File: src/assert_macros.svh
// ----------------------------------------------------------------------------
// Assertion macros
// Shared concurrent assertion forms for the static point filter.
// ----------------------------------------------------------------------------
`ifndef ASSERT_MACROS_SVH
`define ASSERT_MACROS_SVH

// implication checked at every rising clock edge outside reset
`define SPF_ASSERT_IMP(name, clk, rst, ante, cons) \
  name: assert property (@(posedge clk) disable iff (rst) (ante) |-> (cons)) \
    else $error("implication check failed");

// invariant checked at every rising clock edge outside reset
`define SPF_ASSERT_ALWAYS(name, clk, rst, cond) \
  name: assert property (@(posedge clk) disable iff (rst) (cond)) \
    else $error("invariant check failed");

`endif

File: src/spf_pkg.sv
// ----------------------------------------------------------------------------
// spf_pkg
// Widths, constants and types shared by the static point filter.
// ----------------------------------------------------------------------------
package spf_pkg;

  localparam int COORD_WIDTH = 32;
  localparam int FRAC_BITS   = 16;
  localparam int SNR_WIDTH   = 16;
  localparam int SCALE_BITS  = 30;
  localparam int DIR_FRAC    = 30;
  localparam int SHIFT_MAX   = (COORD_WIDTH > SCALE_BITS) ? COORD_WIDTH - SCALE_BITS : 0;
  localparam int SUM_W       = 2 * SCALE_BITS + 2;
  localparam int ROOT_W      = SCALE_BITS + 1;
  localparam int DREM_W      = ROOT_W + 1;
  localparam int QUO_W       = DIR_FRAC + 1;
  localparam int DIR_W       = QUO_W + 1;
  localparam int PROD_W      = COORD_WIDTH + DIR_W;
  localparam int DOT_W       = PROD_W + 2;
  localparam int EXP_W       = DOT_W - DIR_FRAC;
  localparam int RES_W       = EXP_W + 1;
  localparam int THR_W       = COORD_WIDTH - 1;
  localparam int CFG_IDX_W   = 2;
  localparam int FIFO_DEPTH  = 2;

  localparam logic [63:0] SMALL_LIMIT =
    ((64'd1 << (2 * FRAC_BITS)) + 64'd99999999) / 64'd100000000;
  localparam logic [THR_W-1:0] THR_RESET = THR_W'(32768);

  typedef enum logic [CFG_IDX_W-1:0] {
    CFG_EGO_X,
    CFG_EGO_Y,
    CFG_EGO_Z,
    CFG_THRESHOLD
  } cfg_reg_t;

  typedef logic signed [COORD_WIDTH-1:0] coord_t;
  typedef logic signed [SNR_WIDTH-1:0]   snr_t;
  typedef logic [SCALE_BITS-1:0]         scaled_t;

  typedef struct packed {
    coord_t pos_x;
    coord_t pos_y;
    coord_t pos_z;
    snr_t   snr;
    coord_t speed;
    logic   last;
  } item_t;

  typedef struct packed {
    item_t                 item;
    scaled_t [2:0]         mag;
    logic    [2:0]         neg;
    logic    [SUM_W-1:0]   sum;
    logic                  near_zero;
  } cls_t;

  typedef struct packed {
    coord_t             vel_x;
    coord_t             vel_y;
    coord_t             vel_z;
    logic [THR_W-1:0]   thr;
  } ego_t;

endpackage

File: src/spf_fifo.sv
// ----------------------------------------------------------------------------
// spf_fifo
// Short queue between the classifying front and the arithmetic back.
// ----------------------------------------------------------------------------
`include "assert_macros.svh"

module spf_fifo (
  input  logic          clk,
  input  logic          rst,
  input  logic          push,
  input  spf_pkg::cls_t push_data,
  output logic          full,
  input  logic          pop,
  output spf_pkg::cls_t pop_data,
  output logic          empty
);

  localparam int PTR_W = (spf_pkg::FIFO_DEPTH > 1) ? $clog2(spf_pkg::FIFO_DEPTH) : 1;

  spf_pkg::cls_t    mem [spf_pkg::FIFO_DEPTH];
  logic [PTR_W-1:0] wptr;
  logic [PTR_W-1:0] rptr;
  logic [PTR_W:0]   count;

  assign full     = (count == (PTR_W + 1)'(spf_pkg::FIFO_DEPTH));
  assign empty    = (count == '0);
  assign pop_data = mem[rptr];

  always_ff @(posedge clk) begin
    if (push) begin
      mem[wptr] <= push_data;
    end
  end

  always_ff @(posedge clk) begin
    if (rst) begin
      wptr  <= '0;
      rptr  <= '0;
      count <= '0;
    end else begin
      if (push) begin
        wptr <= (wptr == PTR_W'(spf_pkg::FIFO_DEPTH - 1)) ? '0 : wptr + PTR_W'(1);
      end
      if (pop) begin
        rptr <= (rptr == PTR_W'(spf_pkg::FIFO_DEPTH - 1)) ? '0 : rptr + PTR_W'(1);
      end
      if (push && !pop) begin
        count <= count + (PTR_W + 1)'(1);
      end else if (pop && !push) begin
        count <= count - (PTR_W + 1)'(1);
      end
    end
  end

  `SPF_ASSERT_IMP(a_push_room, clk, rst, push, !full)
  `SPF_ASSERT_IMP(a_pop_data, clk, rst, pop, !empty)
  `SPF_ASSERT_ALWAYS(a_count_bound, clk, rst, count <= (PTR_W + 1)'(spf_pkg::FIFO_DEPTH))

endmodule

File: config.mk
export PLATFORM = sky130hd
export DESIGN_NAME = spf_fifo
export DESIGN_NICKNAME = d
export VERILOG_FILES = /design/src/spf_pkg.sv /design/src/spf_fifo.sv
export VERILOG_INCLUDE_DIRS = /design/src /design/src/src
export SDC_FILE = /design/constraint.sdc
export NUM_CORES = 1
export LEC_CHECK = 0
export BUFFER_PORTS_ARGS = -buffer_cell sky130_fd_sc_hd__buf_2
export CAP_MARGIN = 20
export CELL_PAD_IN_SITES_DETAIL_PLACEMENT = 1
export CELL_PAD_IN_SITES_GLOBAL_PLACEMENT = 1
export CORE_AREA = 4 4 233 235
export CTS_CLUSTER_DIAMETER = 40
export CTS_CLUSTER_SIZE = 14
export DETAILED_ROUTE_END_ITERATION = 7
export DIE_AREA = 0 0 237 239
export PLACE_DENSITY = 0.78
export SKIP_LAST_GASP = 1
export SYNTH_ARGS = -nofsm -noshare
export SYNTH_HDL_FRONTEND = slang
export SYNTH_SLANG_ARGS = --single-unit
File: constraint.sdc
create_clock -name clk -period 41.7 [get_ports clk]
set_clock_uncertainty 0.1 [all_clocks]
set_input_delay 10.425 -clock clk [delete_from_list [all_inputs] [get_ports clk]]
set_output_delay 10.425 -clock clk [all_outputs]
set_load 0.05 [all_outputs]
---- After elaboration in Yosys (flattened, before gate mapping) ----
Memory sizes are Yosys's and may differ from the RTL's. A register that Yosys moved wholly into a read port is not among the register bits.
Cells that the tools add are included.
cells by class
  add/subtract/negate cells ............... 4
  equality and inequality tests ........... 1
  mux-type cells .......................... 8
  reductions and logical operators ........ 6
operator list
  kind                   count
  $mux W1                6
  $mux W2                2
  $add A1 B1 Y1 const B  2
  $add A2 B1 Y2 const B  1
  $eq A2 B2 Y1 const B   1
  $logic_and A1 B1 Y1    2
  $logic_not A1 Y1       2
  $logic_not A2 Y1       1
  $reduce_bool A2 Y1     1
  $sub A2 B1 Y2 const B  1
storage, ports and cells
  register bits ........................... 4
  RAM bits ................................ 602
  input port bits ......................... 305
  output and inout bits ................... 303
  word-level logic and storage cells ...... 23
  memories kept ........................... 1
memories
  name  depth  width  rd ports  clocked after memory_dff  write ports  RTL line        text
  mem   2      301    1         1                         1            spf_fifo.sv:20  spf_pkg::cls_t mem [spf_pkg::FIFO_DEPTH];

---- Depth between registers and ports, before layout ----
  depth after elaboration ................. 4
  depth in mapped cells ................... 5
  mapped depth without buffers ............ 5

---- Least setup slack after synthesis ----
No wires, ideal clock.
  kind .................................... input -> register
  start point ............................. in push
  end point ............................... mem mem[0][0] in the netlist's numbering, enable pin
  library setup time ...................... 1.005 ns
  data arrival time ....................... 23.363 ns
  data required time ...................... 40.595 ns
  setup slack ............................. 17.232 ns
  cell stages on the path ................. 1
  path buffers ............................ 0
  cell sequence ........................... nor2b_1
between the ends
  longest elaborated chain between the ends .. 2
RTL lines
  what                           RTL line        text
  start, declared                spf_fifo.sv:10  input logic push,
  $mux W1                        spf_fifo.sv:30  if (push) begin
  $mux W1 (implied by the code)  spf_fifo.sv:31  mem[wptr] <= push_data;
  end, declared                  spf_fifo.sv:20
No other way between the ends.

==> results.yml <==
sta:
  post-route-min-period_ns: 14.22
  setup-violations-final: 0
  max-slew-margin-rel: 0.303
  period_share: 0.341
  max_freq_mhz: 70.3
  maxSlewViolCount: 0
  rsz0062_at_grt: "false"
  hold_violations: 0
  worst_pin_slew_ns: 1.05
  sum_of_negative_setup_slack_ns: 0
final_layout:
  final.fill_count: 4861
  design.final.nets: 1929
  multi_input_comb_area_um2: 3500
  syn_to_final_growth_pct: 28.8
  post_layout_nonfiller_instances: 2389
  layout.cell_area.non_filler_um2: 28400
  final-seq-area_um2: 18200
  fraction_of_layout_instances_using_a_drive_strength_above_1: 0.624
power_and_ir_drop:
  power.leakage_nw: 10.6
  pwr_density_cell_nw_per_um2: 58.1
  irDropWorstVdd_mv: 0.0457
clocking:
  clkTransAtPathRegs_ns: 0.05
  cts_post_setup_buffers_inserted: 0
  num_cts_buffers: 78
  clock_path_buffers: 3
  cts.htree.levels: 3
  clkSinkCount: 607
  cts_repair_resize_count: 0
  cts-root-buf: "sky130_fd_sc_hd__clkbuf_16"
  cts_tree: "built"
  clock_latency_on_the_worst_skew_pair_ns: 0.59
  post_cts_hold_buffer_count: 0
floorplanning:
  floorplan.initialDensity: 0.422
  floorplan.die.width_um: 237
  dieHeight_um: 239
  core_area_um2: 52200
  fp.dieArea_um2: 56600
  io-pin-count: 608
  placementRows: 84
synthesis:
  synth_seq_area_share: 0.825
  yosysWarnings: 0
  syn-num-nets: 1264
  postSynthAreaPerCell_um2: 23.0
  synth.ff_latch_count: 607
  postSynthCellCount: 958
  synth_top_area_cell: "sky130_fd_sc_hd__edfxtp_1"
  synth_cell_types: 15
  syn-cell-area_um2: 22000
  synth.top_cell.area_share: 0.820
  top_cells_by_area_synth: "sky130_fd_sc_hd__edfxtp_1 82%, sky130_fd_sc_hd__mux2_2 15%, sky130_fd_sc_hd__buf_6 1.6%, sky130_fd_sc_hd__dfxtp_1 0.45%, sky130_fd_sc_hd__nor2_1 0.085%"
route:
  drt-initial-drc-count: 652
  via_per_instance_ratio: 4.92
  firstDrtPassIters: 5
  drc: 0
  routed-via-count: 11758
  detail-route-antenna-nets: 0
  routed_wirelength_normalized_by_instance_count_um: 24.1
  wirelength_mm: 57.5
global_routing:
  grt_pass1_wl_mm: 82.2
  first_global_vias: 12973
  track_usage: 0.195
  grt.overflow.total: 0
  maximum_number_of_pins_on_one_net_before_global_route_repair: 147
  grt_antenna_before_repair: 25
setup_path:
  endpoint_kind: "output pin"
  critical_path_buf_inv_count: 3
  timing.critical_path.arrival_ns: 3.69
  worstPathMaxFanout: 76
  path_class: "register to output pin"
  crit_chain: "buf_4 -> buf_4 -> mux2_2 -> buf_2"
  critical_path.top_delay_family: "buffers and inverters"
  cp_slowest_cell: "sky130_fd_sc_hd__buf_4"
  critical_path.max_stage_delay_ns: 0.87
  cp-start-kind: "register"
  cpMostUsedCell: "sky130_fd_sc_hd__buf_4"
  cp_data_required_time_ns: 31.17
placed_design:
  placed_cell_count: 2231
  routabilityCongestion: 0.817
  placement.cell_area_um2: 25700
  dpl.hpwl_mm: 39.7
  place.port_buffers: 607
min_path:
  holdCritPathClass: "register to register"
run:
  max_cap_viol: 0
run_status:
  outcome: "completed"
## metrics by stage
step	util	power (W)	hold slack, ns	worst slack, ns
after CTS	0.542	0.00167	0.437	27.48
final	0.543	0.00165	0.433	27.48
after detailed placement	0.492	0.000986	0.408	28.15
after global placement	0.492	0.000978	0.384	28.24
after floorplan	-	0.000932	0.361	17.23
after global routing	0.543	0.00171	0.480	27.31
## Yosys cell counts, drive strengths merged
master and count:
buf 33, or3 1, nor2b 2, and2 1
xor2 2, ha 1, a21oi 1, o21ai 1
edfxtp 602, xnor2 2, nor2 5, dfxtp 5
inv 1, mux2 301
## logic make-up after synthesis
family | after synthesis | share of synthesized area
simple gates | 9 | 0.00199
mux | 301 | 0.154
compound gates | 2 | 0.000454
flops | 607 | 0.825
fa+ha+maj | 1 | 0.000568
xor+xnor | 4 | 0.00159
buf+inv | 34 | 0.0167
## worst reg2reg max path, cell delays in order, from the launching register on
cell and delay, ns:
sky130_fd_sc_hd__dfxtp_1 0.41, sky130_fd_sc_hd__and2_4 0.55, sky130_fd_sc_hd__buf_4 0.82, sky130_fd_sc_hd__buf_4 0.96
## metal layers
layer | GRT usage | routed length (µm) | vias to the layer above
li1 | - | - | 5211
met1 | 0.216 | 20400 | 5900
met2 | 0.340 | 29800 | 527
met3 | 0.0751 | 5490 | 108
met4 | 0.0743 | 1750 | 12
met5 | 0 | 92 | -
## sequential cells by signal, indices dropped and copies added, names as in the netlist, named ones only
signal and cells:
count 2, rptr 1, wptr 1, mem 602
## path summary, 6_finish.rpt
path                  from      endpoint  slack, ns  cells past startpoint
hold / removal        rptr          rptr       0.43                      2
hold reg to reg       rptr          rptr       0.43                      2
setup reg to reg      wptr    mem[1][44]      38.40                      3
setup / recovery  register  pop_data[87]      27.48                      4
## cells in the final DEF, fill, tap and decap left out
cell                         count
sky130_fd_sc_hd__a21oi_1         1
sky130_fd_sc_hd__and2_4          1
sky130_fd_sc_hd__buf_12          1
sky130_fd_sc_hd__buf_2         607
sky130_fd_sc_hd__buf_4          10
sky130_fd_sc_hd__bufinv_16      10
sky130_fd_sc_hd__clkbuf_1        6
sky130_fd_sc_hd__clkbuf_16      79
sky130_fd_sc_hd__clkinv_1        6
sky130_fd_sc_hd__clkinv_2        6
sky130_fd_sc_hd__clkinv_4        6
sky130_fd_sc_hd__clkinv_8        2
sky130_fd_sc_hd__clkinvlp_4     10
sky130_fd_sc_hd__dfxtp_1         4
sky130_fd_sc_hd__dfxtp_4         1
sky130_fd_sc_hd__diode_2        18
sky130_fd_sc_hd__edfxtp_1      602
sky130_fd_sc_hd__ha_1            1
sky130_fd_sc_hd__inv_1           1
sky130_fd_sc_hd__inv_6          10
sky130_fd_sc_hd__inv_8           5
sky130_fd_sc_hd__mux2_2        301
sky130_fd_sc_hd__nor2_1          5
sky130_fd_sc_hd__nor2b_1         1
sky130_fd_sc_hd__nor2b_4         1
sky130_fd_sc_hd__o21ai_0         1
sky130_fd_sc_hd__or3_1           1
sky130_fd_sc_hd__xnor2_1         2
sky130_fd_sc_hd__xor2_1          2
## cell type report
type | count | area share
diodes | 18 | 0.00159
clock buffers | 85 | 0.0704
clock inverters | 55 | 0.0231
inverters | 1 | 0.000132
multi-input cells | 317 | 0.123
flip-flops and latches | 607 | 0.641
well taps | 688 | 0.0303
repair buffers | 618 | 0.110
## report_power, final
group	switching, W	leakage, nW	internal, W	total [W]
registers	0.0000109	5.69	0.000714	0.000725
clock network	0.000261	1.27	0.000416	0.000677
logic	0.000183	3.63	0.0000653	0.000248
No activity file was read; power rests on OpenSTA's default activity.
